## config.mk

```make
export PLATFORM = sky130hd
export DESIGN_NAME = pli_div
export DESIGN_NICKNAME = d
export VERILOG_FILES = /design/src/design/pli_pkg.sv /design/src/design/pli_div.sv
export SDC_FILE = /design/constraint.sdc
export NUM_CORES = 1
export LEC_CHECK = 0
export BUFFER_PORTS_ARGS = -buffer_cell sky130_fd_sc_hd__buf_2
export CORE_UTILIZATION = 58
export CTS_CLUSTER_DIAMETER = 120
export CTS_CLUSTER_SIZE = 10
export DETAILED_ROUTE_END_ITERATION = 6
export PLACE_DENSITY = 0.81
export SYNTH_ARGS = -nofsm -noshare
export SYNTH_HDL_FRONTEND = slang
export SYNTH_SLANG_ARGS = --single-unit
```

## constraint.sdc

```tcl
create_clock -name i_clk -period 5.4 [get_ports i_clk]
set_input_delay 0.27 -clock i_clk [delete_from_list [all_inputs] [get_ports i_clk]]
set_output_delay 0.27 -clock i_clk [all_outputs]
set_load 0.02 [all_outputs]
```

## src/design/pli_pkg.sv

```systemverilog
// ----------------------------------------------------------------------------
// pli_pkg: shared types and constants for the piecewise linear interpolator
// Request and result payloads, status and action codes, table sizing.
// ----------------------------------------------------------------------------
package pli_pkg;

    localparam int MAX_POINTS = 64;
    localparam int ADDR_W     = $clog2(MAX_POINTS);
    localparam int COUNT_W    = 7;
    localparam int DATA_W     = 32;
    localparam int FRAC_W     = 16;
    localparam int QUOT_W     = FRAC_W + 1;

    typedef enum logic {
        ACTION_LOAD  = 1'b0,
        ACTION_QUERY = 1'b1
    } t_action;

    typedef enum logic [1:0] {
        STATUS_OK           = 2'd0,
        STATUS_FEW_POINTS   = 2'd1,
        STATUS_OUT_OF_RANGE = 2'd2,
        STATUS_NO_INTERVAL  = 2'd3
    } t_status;

    typedef struct packed {
        t_action                  action;
        logic [ADDR_W-1:0]        point_index;
        logic signed [DATA_W-1:0] point_coord;
        logic signed [DATA_W-1:0] point_value;
        logic signed [DATA_W-1:0] query_coord;
    } t_req;

    typedef struct packed {
        logic signed [DATA_W-1:0] result_value;
        t_status                  status;
    } t_result;

endpackage

```

## src/design/pli_div.sv

```systemverilog
// ----------------------------------------------------------------------------
// pli_div: serial fraction divider
// Returns floor(dividend * 2^16 / divisor) for dividend <= divisor, one
// quotient bit per cycle by restoring subtraction.
// ----------------------------------------------------------------------------
module pli_div (
    input  logic                         i_clk,
    input  logic                         i_rst_n,
    input  logic                         i_start,
    input  logic [pli_pkg::DATA_W-1:0]   i_dividend,
    input  logic [pli_pkg::DATA_W-1:0]   i_divisor,
    output logic                         o_done,
    output logic [pli_pkg::QUOT_W-1:0]   o_quotient
);

    localparam int CNT_W = $clog2(pli_pkg::QUOT_W + 1);

    logic [pli_pkg::DATA_W:0]   r_rem;
    logic [pli_pkg::DATA_W-1:0] r_div;
    logic [pli_pkg::QUOT_W-1:0] r_quot;
    logic [CNT_W-1:0]           r_cnt;
    logic                       r_first;
    logic                       r_done;

    logic [pli_pkg::DATA_W:0]   trial;
    logic                       fits;

    // First step compares the dividend itself; later steps shift in a zero.
    assign trial = r_first ? r_rem : {r_rem[pli_pkg::DATA_W-1:0], 1'b0};
    assign fits  = (trial >= {1'b0, r_div});

    always_ff @(posedge i_clk) begin
        if (!i_rst_n) begin
            r_cnt  <= '0;
            r_done <= 1'b0;
        end else begin
            r_done <= 1'b0;
            if (i_start) begin
                r_cnt <= CNT_W'(pli_pkg::QUOT_W);
            end else if (r_cnt != '0) begin
                r_cnt <= r_cnt - 1'b1;
                if (r_cnt == CNT_W'(1)) begin
                    r_done <= 1'b1;
                end
            end
        end
    end

    always_ff @(posedge i_clk) begin
        if (i_start) begin
            r_rem   <= {1'b0, i_dividend};
            r_div   <= i_divisor;
            r_quot  <= '0;
            r_first <= 1'b1;
        end else if (r_cnt != '0) begin
            r_rem   <= fits ? (trial - {1'b0, r_div}) : trial;
            r_quot  <= {r_quot[pli_pkg::QUOT_W-2:0], fits};
            r_first <= 1'b0;
        end
    end

    assign o_done     = r_done;
    assign o_quotient = r_quot;

endmodule

```

* Word level (Yosys, flattened, before mapping)
Index checks and enable logic that the tools add are counted.
** Cells by class
- Bitwise gates (word level) :: 2
- Reduce and logical (&&, ||, !) cells :: 4
- Add/subtract/negate cells :: 2
- Magnitude comparators :: 1
- Mux-type cells :: 7
- Equal/unequal tests :: 1
** Operators with widths (count)
- 33-bit two-way mux :: 2
- 32-bit two-way mux :: 2
- 33-bit by 32-bit greater-or-equal comparator with 1-bit output :: 1
- 33-bit by 32-bit subtractor with 33-bit output :: 1
- 5-bit two-way mux :: 2
- 5-bit by 1-bit equality test with 1-bit output, second input constant :: 1
- 5-bit nonzero test :: 1
- 5-bit by 1-bit subtractor with 5-bit output, second input constant :: 1
- 3-bit OR reduction :: 1
- 1-bit NOT :: 2
- 2-bit nonzero test :: 1
- 2-bit OR reduction :: 1
- 1-bit two-way mux :: 1
** Storage, ports and cells
- Logic and storage cells :: 25
- Bits of input ports :: 67
- Register bits after elaboration :: 89
- Output and inout bits :: 18

* Longest topological paths before layout
- Word-level depth :: 5
- Mapped depth :: 15
- Gate-level depth less buffers :: 12

* Worst setup path after synthesis
Ideal clock, no wire load.
- Path type :: register to register
- From :: register r_first
- To :: register r_rem[16] (netlist bit), data pin
- Clock period less this slack :: 3.943 ns
- Buffers on the path :: 5
- Required time :: 5.139 ns
- Setup time :: 0.261 ns
- Cell stages (with the launch flop) :: 16
- Path slack :: 1.457 ns
- Data arrival time :: 3.682 ns
- Cell sequence :: dfxtp_1 clkbuf_1 clkbuf_1 clkbuf_1 mux2_2 ha_1 buf_4 and3_1 nand2_1 or4_1 nor4_2 nor4_2 o21a_1 buf_6 and3_1 a311o_1
** Between the ends
- Word-level cells in the longest chain between the ends :: 5
- Elaborated cells between the ends (all ways) :: 6
- Classes of those cells :: add/sub: 1; order compare: 1; mux: 4
** RTL lines
- from (decl) :: RTL line pli_div.sv:22 : logic r_first;
- from (signal assigned) :: RTL line pli_div.sv:54 : r_first <= 1'b1;
- from (signal assigned) :: RTL line pli_div.sv:58 : r_first <= 1'b0;
- 33-bit two-way mux (*) :: RTL line pli_div.sv:29 : assign trial = r_first ? r_rem : {r_rem[pli_pkg::DATA_W-1:0], 1'b0};
- 33-bit by 32-bit subtractor with 33-bit output / 33-bit by 32-bit greater-or-equal comparator with 1-bit output (equally long branches) :: RTL line pli_div.sv:56, pli_div.sv:30
- 33-bit two-way mux (*) :: RTL line pli_div.sv:56 : r_rem <= fits ? (trial - {1'b0, r_div}) : trial;
- 32-bit two-way mux (*) :: RTL line pli_div.sv:55 : end else if (r_cnt != '0) begin
- 32-bit two-way mux (*) :: RTL line pli_div.sv:50 : if (i_start) begin
- to (signal assigned) :: RTL line pli_div.sv:51 : r_rem <= {1'b0, i_dividend};
- to (signal assigned) :: RTL line pli_div.sv:56
- to (decl) :: RTL line pli_div.sv:18 : logic [pli_pkg::DATA_W:0] r_rem;
Every way passes the cells marked *; elsewhere a longest branch is shown, timed or not. The select of a mux whose other input is x is not followed.
A chain may end at the register's enable or synchronous reset.

* Final worst setup path
- From :: register r_first
- To :: register r_rem[5] (netlist bit), data pin
The elaborated chain is that of the path after synthesis.

==> summary.md <==
| Metric | Value |
|---|---|
| First-pass iteration count of the detailed router | 4 |
| Tcrit/Tclk final | 80.2% |
| Cell at the root of the clock tree | sky130_fd_sc_hd__clkbuf_8 |
| Post-Route Skew | 0.0171 ns |
| Worst Hold Slack | 0.0435 ns |
| Least-Margin Pin Slew | 0.825 ns |
| Synthesized area | 0.00588 mm^2 |
| Yosys warning count | 0 |
| Share of the core filled with cells in the final layout | 66.5% |
| Growth of design area from synthesis to finish | 11.1% |
| Final number of setup-violating endpoints | 0 |
| Placed wire-length estimate | 9.53 mm |
| Clock Pin Slew Worst Setup and Hold Paths | 0.11 ns |
| Critical-path maximum fanout | 41 |
| Critical path start-end classification | reg2reg |
| Number of port buffers | 84 |
| Setup crit end kind | flip-flop |
| Antenna cells | 0 |
| Worst R2R Setup Slack | 1.07 ns |
| Proportion of layout cells with a drive suffix above 1 | 21.6% |
| Highest attainable clock frequency | 231 MHz |
| Critical register-to-register path endpoint | r_rem[5] |
| Post-placement worst setup slack | 1.15 ns |
| Post-CTS setup buffer count | 0 |
| Standard-cell rows | 36 |
| Result of the run | finished clean |
| Worst reg2reg path depth | 12 |
| Initial cell density of the core | 59.8% |
| Number of library cell types mapped by synthesis | 62 |
| Insertion delay of the later-clocked pin in the worst-skew pair | 0.39 ns |
| Total number of vias | 4,865 |
| Post-Synthesis Cells | 629 |
| Most common flop cell mapped by yosys | sky130_fd_sc_hd__edfxtp_1 |
| Source of the worst register-to-register timing path | r_first |
| PnR worst setup slack | 1.07 ns |
| Area share of the largest cell type after synthesis | 32.7% |
| Final GP Congestion | 0.906 |
| Hold Crit Start | i_divisor[30] |
| Met1 track demand over resource | 32.2% |
| Via-per-instance ratio | 5.84 |
| Worst rel slew slack | 45.0% |
| Clock Path Buffers | 2 |
| Cell taking the most area after synthesis | sky130_fd_sc_hd__edfxtp_1 |
| Clock tree from TritonCTS | yes |
| Routed length per placed instance | 15.7 um |
| Met2 usage in global routing | 43.2% |
| Core region area | 0.00982 mm^2 |
| Number of flops mapped to enable cells by yosys | 64 |
| Die Outline Area | 0.0105 mm^2 |
| Max-cap violation count | 0 |
| Worst Hold Endpoint | r_div[30] |
| Total routing resource utilization after global routing | 26.1% |
| Initial antenna violation count | 0 |
| Fraction of registers with async set or reset after synthesis | 0% |
| Unrepaired setup endpoints after global routing | false |
| Pin count of the biggest net entering global routing | 46 |
| Most used standard cells in the synthesized netlist | 99 x sky130_fd_sc_hd__nand2_1, 64 x sky130_fd_sc_hd__edfxtp_1, 61 x sky130_fd_sc_hd__a21oi_1, 40 x sky130_fd_sc_hd__inv_1, 35 x sky130_fd_sc_hd__ha_1 |
| # fillers | 864 |
| Hold buffer count at CTS | 0 |
| Hold-critical path depth | 1 |
| Number of hold-slack violations in the final timing report | 0 |
| Die H | 103 um |
| Max-slew violations | 0 |
| Cell Pwr Density | 563 mW/mm^2 |
| Count of antenna-violating nets left after detailed routing | 0 |
| Ports placed on the boundary | 85 |
| Setup tns final | 0 ns |
| Via count of the first global-routing pass | 4,614 |
| Leakage | 2.81 nW |
| Most instantiated library cell after synthesis | sky130_fd_sc_hd__nand2_1 |
| Total Nets Final | 798 |
| Top Usage Layer GRT | met2 |
| Number of synthesized register bits | 89 |
| Peak supply drop | 241 uV |
| Data arrival time at the worst-slack endpoint | 4.45 ns |
| Critical Path RT | 5.52 ns |
| TritonCTS buffer count | 9 |
| H-tree lvl count | 3 |
| Tmin final | 4.33 ns |
| Total length of routed wires | 13.1 mm |
| Iteration-0 DRC count of the detailed router | 215 |
| Final global-route overflow total | 0 |
| Placed cells | 817 |
| Post-CTS sizing | 0 |
| DRC violations left | 0 |
| Global-route wire length before repair | 21.0 mm |
| Net count of the mapped netlist | 732 |
| CP Launch Type | flip-flop |
| Width of the chip | 103 um |
| Ranking of synthesized cells by area | sky130_fd_sc_hd__edfxtp_1 33%, sky130_fd_sc_hd__dfxtp_1 8.5%, sky130_fd_sc_hd__ha_1 7.5% |
| Non-filler cells in the finished layout | 833 |
| Post-Syn Area per Cell | 9.34 um^2 |
| Class of the tightest hold or removal check | in2reg |
| Number of sinks handled by clock tree synthesis | 89 |
| Grt met3 use | 4.68% |
| Sequential element share of the synthesized area | 41.2% |
[worst max-delay path by stage]
| stage | from | end | cells past startpoint |
|---|---|---|---|
| 2_1_floorplan | r_first | r_rem[16] | 15 |
| 3_3_place_gp | r_first | r_rem[6] | 12 |
| 3_5_place_dp | r_first | r_rem[5] | 12 |
| 4_1_cts | r_first | r_rem[5] | 12 |
| 5_1_grt | r_first | r_rem[5] | 12 |
| 6_report | r_first | r_rem[5] | 12 |
[layer usage]
metal,share of wire (%),vias to the layer above
met1,44,2292
met4,3.2,0
met5,0,-
li1,-,2385
met3,4.8,34
met2,48,154
[cell families (layout without fill, tap and decap cells)]
logic type               after synthesis  count (layout)  synth area share, %
AO/OA/AOI/OAI                        148             148                 16.4
buffers and inverters                 75             146                 5.51
adder cells (fa/ha/maj)               36              36                 7.79
flip-flops                            89              89                 41.2
multiplexers                          45              45                 8.35
AND/OR/NAND/NOR                      204             204                 16.0
XOR/XNOR                              32              32                 4.77
[where the power goes]
part	internal, mW	leakage (nW)	total (mW)	switching [mW]
clock network	0.182	0.0977	0.462	0.280
logic	0.921	1.86	2.18	1.26
registers	0.946	0.852	1.03	0.0875
[cell usage in the layout, fill, tap and decap left out, drive strengths merged, types with 4 or more instances in the layout]
| master | n |
|---|---|
| mux2 | 32 |
| xnor2 | 25 |
| a21o | 15 |
| nand2 | 101 |
| dfxtp | 25 |
| ha | 35 |
| nand4 | 9 |
| buf | 90 |
| nor2 | 32 |
| o21bai | 4 |
| nor2b | 4 |
| inv | 45 |
| nand3 | 19 |
| edfxtp | 64 |
| nor3 | 11 |
| and3 | 8 |
| and2 | 5 |
| o211ai | 15 |
| a311o | 5 |
| a21oi | 64 |
| mux2i | 13 |
| clkbuf | 9 |
| xor2 | 7 |
| o21ai | 21 |
[stage by stage]
stage / instance area, um^2 / total power [mW]
CTS: 6530 / 3.66
finish: 6530 / 3.68
global placement: 6330 / 3.10
global route: 6530 / 3.95
floorplan: 5880 / 2.78
detailed placement: 6330 / 3.18
[sequential cells by signal (all words and copies together), names as in the netlist]
register	count
o_done	1
o_quotient	17
r_cnt	5
r_div	32
r_first	1
r_rem	33
[layout make-up]
type                            instances  area, um^2  share of cell area, %
Clock buffer                            9         124                   1.90
Sequential cell                        89        2420                   37.1
Tap cell                              133         166                   2.55
Timing Repair Buffer                   90         465                   7.13
Clock inverter                          7        70.1                   1.07
Inverter                               40         150                   2.30
Multi-Input combinational cell        465        3130                   47.9
[worst max-delay path, cell delays in order, from the launching register on]
cell and delay (ns):
sky130_fd_sc_hd__dfxtp_1 0.87, sky130_fd_sc_hd__buf_4 0.38, sky130_fd_sc_hd__mux2_2 0.39, sky130_fd_sc_hd__ha_1 0.39, sky130_fd_sc_hd__and3_1 0.34, sky130_fd_sc_hd__nand2_2 0.10, sky130_fd_sc_hd__or2_0 0.24, sky130_fd_sc_hd__o22ai_2 0.25
sky130_fd_sc_hd__nor4_2 0.10, sky130_fd_sc_hd__o21ai_2 0.13, sky130_fd_sc_hd__buf_4 0.47, sky130_fd_sc_hd__mux2i_1 0.28, sky130_fd_sc_hd__a21oi_1 0.10
Power figures use the tool's default switching activity.
